[src/design/mtdk_pkg.sv]
// ----------------------------------------------------------------------------
// Morse time digit keyer: package
// Shared types, register indexes and the Morse element table.
// ----------------------------------------------------------------------------
package mtdk_pkg;

   localparam int CNT_W         = 20;
   localparam int DIT_W         = 16;
   localparam int UNITS_W       = 4;
   localparam int CSR_IDX_W     = 2;
   localparam int ELEM_W        = 3;
   localparam int ELEMENT_COUNT = 5;
   localparam int STORED_DIGITS = 4;

   typedef enum logic [1:0] {
      PH_IDLE = 2'd0,
      PH_MARK = 2'd1,
      PH_GAP  = 2'd2
   } phase_type;

   typedef enum logic [CSR_IDX_W-1:0] {
      CSR_DIT_TICKS = 2'd0,
      CSR_DAH_UNITS = 2'd1,
      CSR_GAP_UNITS = 2'd2
   } csr_idx_type;

   // lengths in ticks, kept ready for the sequencer
   typedef struct packed {
      logic [CNT_W-1:0] dit_len;
      logic [CNT_W-1:0] dah_len;
      logic [CNT_W-1:0] gap_len;
   } mtdk_len_type;

   typedef struct packed {
      logic key;
      logic busy;
      logic done;
      logic rejected;
   } mtdk_res_type;

   // bit e set: element e of the digit is a dah
   localparam logic [7:0] DAH_MASK [16] = '{
      8'h1F, 8'h1E, 8'h1C, 8'h18, 8'h10, 8'h00, 8'h01, 8'h03,
      8'h07, 8'h0F, 8'h00, 8'h00, 8'h00, 8'h00, 8'h00, 8'h00
   };

endpackage

[src/design/mtdk_seq.sv]
// ----------------------------------------------------------------------------
// Morse time digit keyer: element sequencer
// Holds phase, tick count, element and digit position and the latched digits;
// one step per accepted item.
// ----------------------------------------------------------------------------
module mtdk_seq #(
   parameter int DIGIT_COUNT = 4
) (
   input  logic                       clock,
   input  logic                       reset,
   input  logic                       step,
   input  logic                       op,
   input  logic [5:0]                 hours_bcd,
   input  logic [6:0]                 minutes_bcd,
   input  mtdk_pkg::mtdk_len_type     lens,
   output mtdk_pkg::mtdk_res_type     res
);

   localparam int DIG_W = (DIGIT_COUNT > 1) ? $clog2(DIGIT_COUNT) : 1;

   mtdk_pkg::phase_type             phase_ff, phase_in;
   logic [mtdk_pkg::CNT_W-1:0]      count_ff, count_in;
   logic [mtdk_pkg::ELEM_W-1:0]     elem_ff, elem_in;
   logic [DIG_W-1:0]                digit_ff, digit_in;
   logic [3:0]                      store_ff [mtdk_pkg::STORED_DIGITS];

   logic                            load;
   logic                            bad_nibble;
   logic [2:0]                      digit_x;
   logic [3:0]                      cur_digit;
   logic [7:0]                      cur_mask;
   logic [mtdk_pkg::CNT_W-1:0]      mark_len;
   logic [mtdk_pkg::CNT_W-1:0]      count_inc;
   logic                            done;

   assign bad_nibble = (hours_bcd[3:0] > 4'd9) || (minutes_bcd[3:0] > 4'd9);

   // digits past the fourth are sent as zero
   assign digit_x   = 3'(digit_ff);
   assign cur_digit = digit_x[2] ? 4'd0 : store_ff[digit_x[1:0]];
   assign cur_mask  = mtdk_pkg::DAH_MASK[cur_digit];
   assign mark_len  = cur_mask[elem_ff] ? lens.dah_len : lens.dit_len;
   assign count_inc = count_ff + 1'b1;

   always_comb begin
      phase_in = phase_ff;
      count_in = count_ff;
      elem_in  = elem_ff;
      digit_in = digit_ff;
      load     = 1'b0;
      done     = 1'b0;
      res      = '0;
      if (op) begin
         if (phase_ff != mtdk_pkg::PH_IDLE || bad_nibble) begin
            res.rejected = 1'b1;
         end else begin
            load     = 1'b1;
            phase_in = mtdk_pkg::PH_MARK;
            count_in = '0;
            elem_in  = '0;
            digit_in = '0;
         end
      end else begin
         case (phase_ff)
            mtdk_pkg::PH_MARK: begin
               count_in = count_inc;
               if (count_inc >= mark_len) begin
                  phase_in = mtdk_pkg::PH_GAP;
                  count_in = '0;
               end
            end
            mtdk_pkg::PH_GAP: begin
               count_in = count_inc;
               if (count_inc >= lens.gap_len) begin
                  count_in = '0;
                  if (elem_ff != mtdk_pkg::ELEM_W'(mtdk_pkg::ELEMENT_COUNT - 1)) begin
                     elem_in  = elem_ff + 1'b1;
                     phase_in = mtdk_pkg::PH_MARK;
                  end else if (digit_ff != DIG_W'(DIGIT_COUNT - 1)) begin
                     elem_in  = '0;
                     digit_in = digit_ff + 1'b1;
                     phase_in = mtdk_pkg::PH_MARK;
                  end else begin
                     elem_in  = '0;
                     digit_in = '0;
                     phase_in = mtdk_pkg::PH_IDLE;
                     done     = 1'b1;
                  end
               end
            end
            default: begin
               phase_in = mtdk_pkg::PH_IDLE;
            end
         endcase
      end
      res.key  = (phase_in == mtdk_pkg::PH_MARK);
      res.busy = (phase_in != mtdk_pkg::PH_IDLE);
      res.done = done;
   end

   always_ff @(posedge clock) begin
      if (reset) begin
         phase_ff <= mtdk_pkg::PH_IDLE;
         count_ff <= '0;
         elem_ff  <= '0;
         digit_ff <= '0;
      end else if (step) begin
         phase_ff <= phase_in;
         count_ff <= count_in;
         elem_ff  <= elem_in;
         digit_ff <= digit_in;
      end
   end

   // latched digits: hours tens, hours units, minutes tens, minutes units
   always_ff @(posedge clock) begin
      if (step && load) begin
         store_ff[0] <= {2'b00, hours_bcd[5:4]};
         store_ff[1] <= hours_bcd[3:0];
         store_ff[2] <= {1'b0, minutes_bcd[6:4]};
         store_ff[3] <= minutes_bcd[3:0];
      end
   end

endmodule

[src/design/morse_time_digit_keyer_core.sv]
// ----------------------------------------------------------------------------
// Morse time digit keyer core
// Sends a BCD time as Morse digits on a key line, one tick item at a time.
// ----------------------------------------------------------------------------
// Takes one item per clock cycle while the result side does not stall. Each
// item goes through an input register, one pass of the element sequencer, and
// a result register that drives the result ports. The sequencer's
// count-and-compare step is combinational between the two registers. Mark and
// gap lengths in ticks are products of the timing registers, formed at the
// configuration write and held, so a write is in force for the very next item.
module morse_time_digit_keyer_core #(
   parameter int DIGIT_COUNT = 4
) (
   input  logic        clock,
   input  logic        reset,

   input  logic        req_valid,
   output logic        req_stall,
   input  logic        req_op,
   input  logic [5:0]  req_hours_bcd,
   input  logic [6:0]  req_minutes_bcd,

   output logic        rsp_valid,
   input  logic        rsp_stall,
   output logic        rsp_key,
   output logic        rsp_busy_res,
   output logic        rsp_done_res,
   output logic        rsp_rejected,

   input  logic        csr_we,
   input  logic [1:0]  csr_index,
   input  logic [15:0] csr_wdata
);

   logic                                 in_vld_ff;
   logic                                 op_ff;
   logic [5:0]                           hrs_ff;
   logic [6:0]                           mins_ff;

   logic                                 rsp_vld_ff;
   mtdk_pkg::mtdk_res_type               res_ff, res_in;

   logic [mtdk_pkg::DIT_W-1:0]           dit_ff;
   logic [mtdk_pkg::UNITS_W-1:0]         dah_units_ff;
   logic [mtdk_pkg::UNITS_W-1:0]         gap_units_ff;
   logic [mtdk_pkg::CNT_W-1:0]           dah_len_ff;
   logic [mtdk_pkg::CNT_W-1:0]           gap_len_ff;
   mtdk_pkg::mtdk_len_type               lens;

   logic                                 advance;
   logic                                 req_beat;
   logic [mtdk_pkg::UNITS_W-1:0]         csr_units;

   assign advance   = in_vld_ff && (!rsp_vld_ff || !rsp_stall);
   assign req_stall = in_vld_ff && !advance;
   assign req_beat  = req_valid && !req_stall;

   always_ff @(posedge clock) begin
      if (reset) begin
         in_vld_ff <= 1'b0;
      end else if (req_beat) begin
         in_vld_ff <= 1'b1;
      end else if (advance) begin
         in_vld_ff <= 1'b0;
      end
   end

   always_ff @(posedge clock) begin
      if (req_beat) begin
         op_ff   <= req_op;
         hrs_ff  <= req_hours_bcd;
         mins_ff <= req_minutes_bcd;
      end
   end

   // timing registers and the lengths derived from them
   assign csr_units = csr_wdata[mtdk_pkg::UNITS_W-1:0];

   always_ff @(posedge clock) begin
      if (reset) begin
         dit_ff       <= 16'd60;
         dah_units_ff <= 4'd3;
         gap_units_ff <= 4'd3;
         dah_len_ff   <= 20'd180;
         gap_len_ff   <= 20'd180;
      end else if (csr_we) begin
         case (mtdk_pkg::csr_idx_type'(csr_index))
            mtdk_pkg::CSR_DIT_TICKS: begin
               dit_ff     <= csr_wdata;
               dah_len_ff <= mtdk_pkg::CNT_W'(csr_wdata) * mtdk_pkg::CNT_W'(dah_units_ff);
               gap_len_ff <= mtdk_pkg::CNT_W'(csr_wdata) * mtdk_pkg::CNT_W'(gap_units_ff);
            end
            mtdk_pkg::CSR_DAH_UNITS: begin
               dah_units_ff <= csr_units;
               dah_len_ff   <= mtdk_pkg::CNT_W'(dit_ff) * mtdk_pkg::CNT_W'(csr_units);
            end
            mtdk_pkg::CSR_GAP_UNITS: begin
               gap_units_ff <= csr_units;
               gap_len_ff   <= mtdk_pkg::CNT_W'(dit_ff) * mtdk_pkg::CNT_W'(csr_units);
            end
            default: begin
            end
         endcase
      end
   end

   assign lens.dit_len = mtdk_pkg::CNT_W'(dit_ff);
   assign lens.dah_len = dah_len_ff;
   assign lens.gap_len = gap_len_ff;

   mtdk_seq #(
      .DIGIT_COUNT (DIGIT_COUNT)
   ) u_seq (
      .clock       (clock),
      .reset       (reset),
      .step        (advance),
      .op          (op_ff),
      .hours_bcd   (hrs_ff),
      .minutes_bcd (mins_ff),
      .lens        (lens),
      .res         (res_in)
   );

   always_ff @(posedge clock) begin
      if (reset) begin
         rsp_vld_ff <= 1'b0;
      end else if (advance) begin
         rsp_vld_ff <= 1'b1;
      end else if (!rsp_stall) begin
         rsp_vld_ff <= 1'b0;
      end
   end

   always_ff @(posedge clock) begin
      if (advance) begin
         res_ff <= res_in;
      end
   end

   assign rsp_valid    = rsp_vld_ff;
   assign rsp_key      = res_ff.key;
   assign rsp_busy_res = res_ff.busy;
   assign rsp_done_res = res_ff.done;
   assign rsp_rejected = res_ff.rejected;

endmodule

[config.mk]
export PLATFORM = sky130hd
export DESIGN_NAME = morse_time_digit_keyer_core
export DESIGN_NICKNAME = d
export VERILOG_FILES = /design/src/design/mtdk_pkg.sv /design/src/design/mtdk_seq.sv /design/src/design/morse_time_digit_keyer_core.sv
export SDC_FILE = /design/constraint.sdc
export NUM_CORES = 1
export LEC_CHECK = 0
export CORE_ASPECT_RATIO = 1.5
export CORE_MARGIN = 8
export CORE_UTILIZATION = 62
export CTS_BUF_LIST = sky130_fd_sc_hd__clkbuf_8
export CTS_CLUSTER_DIAMETER = 80
export CTS_CLUSTER_SIZE = 28
export DETAILED_ROUTE_END_ITERATION = 16
export DONT_BUFFER_PORTS = 1
export HOLD_SLACK_MARGIN = 0.12
export PLACE_DENSITY = 0.74
export SLEW_MARGIN = 10
export SYNTH_ARGS = -nofsm -noshare
export SYNTH_HDL_FRONTEND = slang
export SYNTH_SLANG_ARGS = --single-unit
[constraint.sdc]
create_clock -name clock -period 7.4 [get_ports clock]
set_input_delay 1.48 -clock clock [delete_from_list [all_inputs] [get_ports clock]]
set_output_delay 1.48 -clock clock [all_outputs]
set_load 0.01 [all_outputs]
==> results.cfg <==
[outcome]
status = completed

[synthesis]
ys_async_sr_fraction = 0
seq_area_frac_synth = 0.238
synthTopCellsByArea = dfxtp_1 16%, fa_1 14%, ha_1 12%
synth_top_area_frac = 0.160
syn_area_um2 = 11900
synthCells = 1402
synth.avg_cell_area_um2 = 8.50
synth_cell_types = 71
synth_top_area_cell = dfxtp_1
ys_ff_latch = 126
synth_edf_count = 31
synthFlopType = dfxtp_1
syn-num-nets = 1642
yosysWarningCount = 0

[sta]
period_share = 0.688
max-slew-margin-rel = 0.315
worst_slack_ns = 2.31
worst_slew_pin_slew_ns = 1.02
report.final.setup_viol = 0
rsz0062_at_grt = false
fmax_ghz = 0.196
hold_violations = 0
tns_ns = 0
fin_crit_ns = 5.09
clock-skew-final_ns = 0.0178
slew_violations = 0

[grt]
grt_usage = 0.256
grt_pass1_vias = 9907
grt_pass1_wl_um = 48400
grt_max_degree = 102
antenna_found_initial = 0
grt-ovfl-total = 0

[clocking]
hold_buffers = 0
ctsResizeCount = 0
cts_buffers = 17
post-cts-setup-buffer-count = 0
cts.sinks = 126
clockBufferDepth = 2
path_clk_slew_ns = 0.08
insertion_delay_ns = 0.46
htree_levels = 4
tritoncts = built
root_buffer = clkbuf_8

[worst_setup_path]
crit_path_max_fanout = 16
timing.rr.end = u_seq.count_ff[16]$_SDFFE_PP0P_
r2r_cells = 17
critPathKind = register to register
cp.required_ns = 7.78
reg2reg_slack_ns = 2.31
arrival_ns = 5.47
cp-start-kind = register
end_kind = register

[layout]
area_growth_pct = 4.22
final_cells = 1619
final_common_cell = nand2_1
final_cell_mix = 223 x nand2_1, 123 x inv_1, 119 x ha_1, 95 x dfxtp_1, 84 x fa_1
finalCoreUtilization = 0.654
antenna_cells = 0
final_cell_area_um2 = 12400
drive_above_1_share = 0.0477
layout.nets = 1590

[job]
drv_cap = 0

[power_and_ir_drop]
ir_worst_vdd_mv = 0.125
power.leakage_nw = 5.69
power_density_nw_per_um2 = 165

[die]
num_rows = 62
core-area_um2 = 19000
top_level_ports = 43
dieHeight_um = 186
die_w_um = 129
dieArea_um2 = 24000
start_util = 0.627

[place]
place_hpwl_um = 23200
preCtsSetupSlack_ns = 2.25
gp_congestion = 0.934
dpl.cell_count = 1587
placed_cell_area_um2 = 12000
port_buffers = 0

[route]
drtIter0Drc = 757
wl_per_cell_um = 18.3
vias = 9830
drt-total-wl_um = 29700
ant_nets = 0
avgViaCountPerCell = 6.07
dr.pass1.iters = 5
drc = 0

[min_path]
whs_path_depth = 0
min_delay_worst_endpoint = u_seq.store_ff[1][0]$_DFFE_PP_
hold_path.class = register to register
min-delay-start = hrs_ff[0]$_DFFE_PP_
[logic make-up after synthesis]
group / Yosys count / synth area share
muxes: 34 / 0.0312
buffers and inverters: 200 / 0.0642
and+or+nand+nor: 497 / 0.197
adders and majority gates: 203 / 0.266
xor gates and xnor gates: 59 / 0.0433
DFF: 126 / 0.238
AOI/OAI and AO/OA: 283 / 0.161
[cells in the mapped netlist (19+ instances only)]
master / n
a211oi_1: 26
and2_1: 63
a21oi_1: 73
nor2_1: 82
a21o_1: 25
ha_1: 119
mux2i_1: 27
o21ai_0: 42
clkbuf_1: 62
nor3_1: 28
xor2_1: 22
fa_1: 84
nand3_1: 19
nand2_1: 223
dfxtp_1: 95
xnor2_1: 37
edfxtp_1: 31
inv_1: 122
[area by class of cell]
class / instances / area, um2
multi-input cells: 1076 / 8340
flip-flops and latches: 126 / 2830
inverters: 122 / 458
clock buffers: 17 / 234
clock inverters: 15 / 188
fillers: 1681 / 6580
well taps: 256 / 320
repair buffers: 7 / 52.6
[stage by stage]
stage                     hold WS, ns  power (mW)
final                           0.423        2.05
after global routing            0.425        2.16
after CTS                       0.424        2.05
after detailed placement        0.407        1.41
after global placement          0.404        1.39
after floorplan                 0.400        1.27
[per-layer routing]
layer | track usage | part of all wire | vias to the layer above | routed length [um]
li1 | - | - | 4700 | -
met1 | 0.276 | 0.38 | 4771 | 11400
met2 | 0.481 | 0.53 | 287 | 15900
met3 | 0.0318 | 0.044 | 72 | 1290
met4 | 0.121 | 0.039 | 0 | 1150
met5 | 0 | 0 | - | 0
[worst max-delay path, stage by stage (launching register included)]
cell and delay [ns]:
dfxtp_1 0.44, mux4_2 0.57, o21ai_0 0.10, a2bb2oi_1 0.08
nor2_1 0.10, a31oi_1 0.08, o31ai_4 0.78, buf_4 0.30
mux2_1 0.34, ha_1 0.27, nand2b_1 0.14, a21oi_1 0.15
o21a_1 0.19, o221ai_1 0.16, nor4b_2 0.34, a2bb2o_1 0.63
a22oi_1 0.20, nor2_1 0.13
[state kept, by name (all words and copies together), names as in the netlist, named ones only]
| signal | flops |
|---|---|
| rsp_rejected | 1 |
| mins_ff | 7 |
| rsp_valid | 1 |
| op_ff | 1 |
| u_seq.phase_ff | 2 |
| u_seq.elem_ff | 3 |
| gap_len_ff | 20 |
| rsp_busy_res | 1 |
| hrs_ff | 6 |
| dah_units_ff | 4 |
| rsp_done_res | 1 |
| u_seq.store_ff | 13 |
| u_seq.count_ff | 20 |
| dit_ff | 16 |
| rsp_key | 1 |
| gap_units_ff | 4 |
| dah_len_ff | 20 |
| in_vld_ff | 1 |
| u_seq.digit_ff | 2 |
[how the worst max path moves through the flow]
stage	from	endpoint	slack, ns	depth (start not counted)
after floorplan	csr_wdata[1]	gap_len_ff[18]$_SDFFE_PP0P_	2.19	14
after global placement	csr_wdata[0]	gap_len_ff[18]$_SDFFE_PP0P_	2.32	12
after detailed placement	csr_wdata[0]	gap_len_ff[18]$_SDFFE_PP0P_	2.25	12
after CTS	register	u_seq.count_ff[16]$_SDFFE_PP0P_	2.31	17
after global routing	register	u_seq.count_ff[18]$_SDFFE_PP0P_	1.90	17
final	register	u_seq.count_ff[16]$_SDFFE_PP0P_	2.31	17
[where the power goes]
part / internal (mW) / switching, mW
clock network: 0.339 / 0.311
registers: 0.736 / 0.0302
logic: 0.257 / 0.377
total: 1.33 / 0.718
Power figures use the tool's default switching activity.
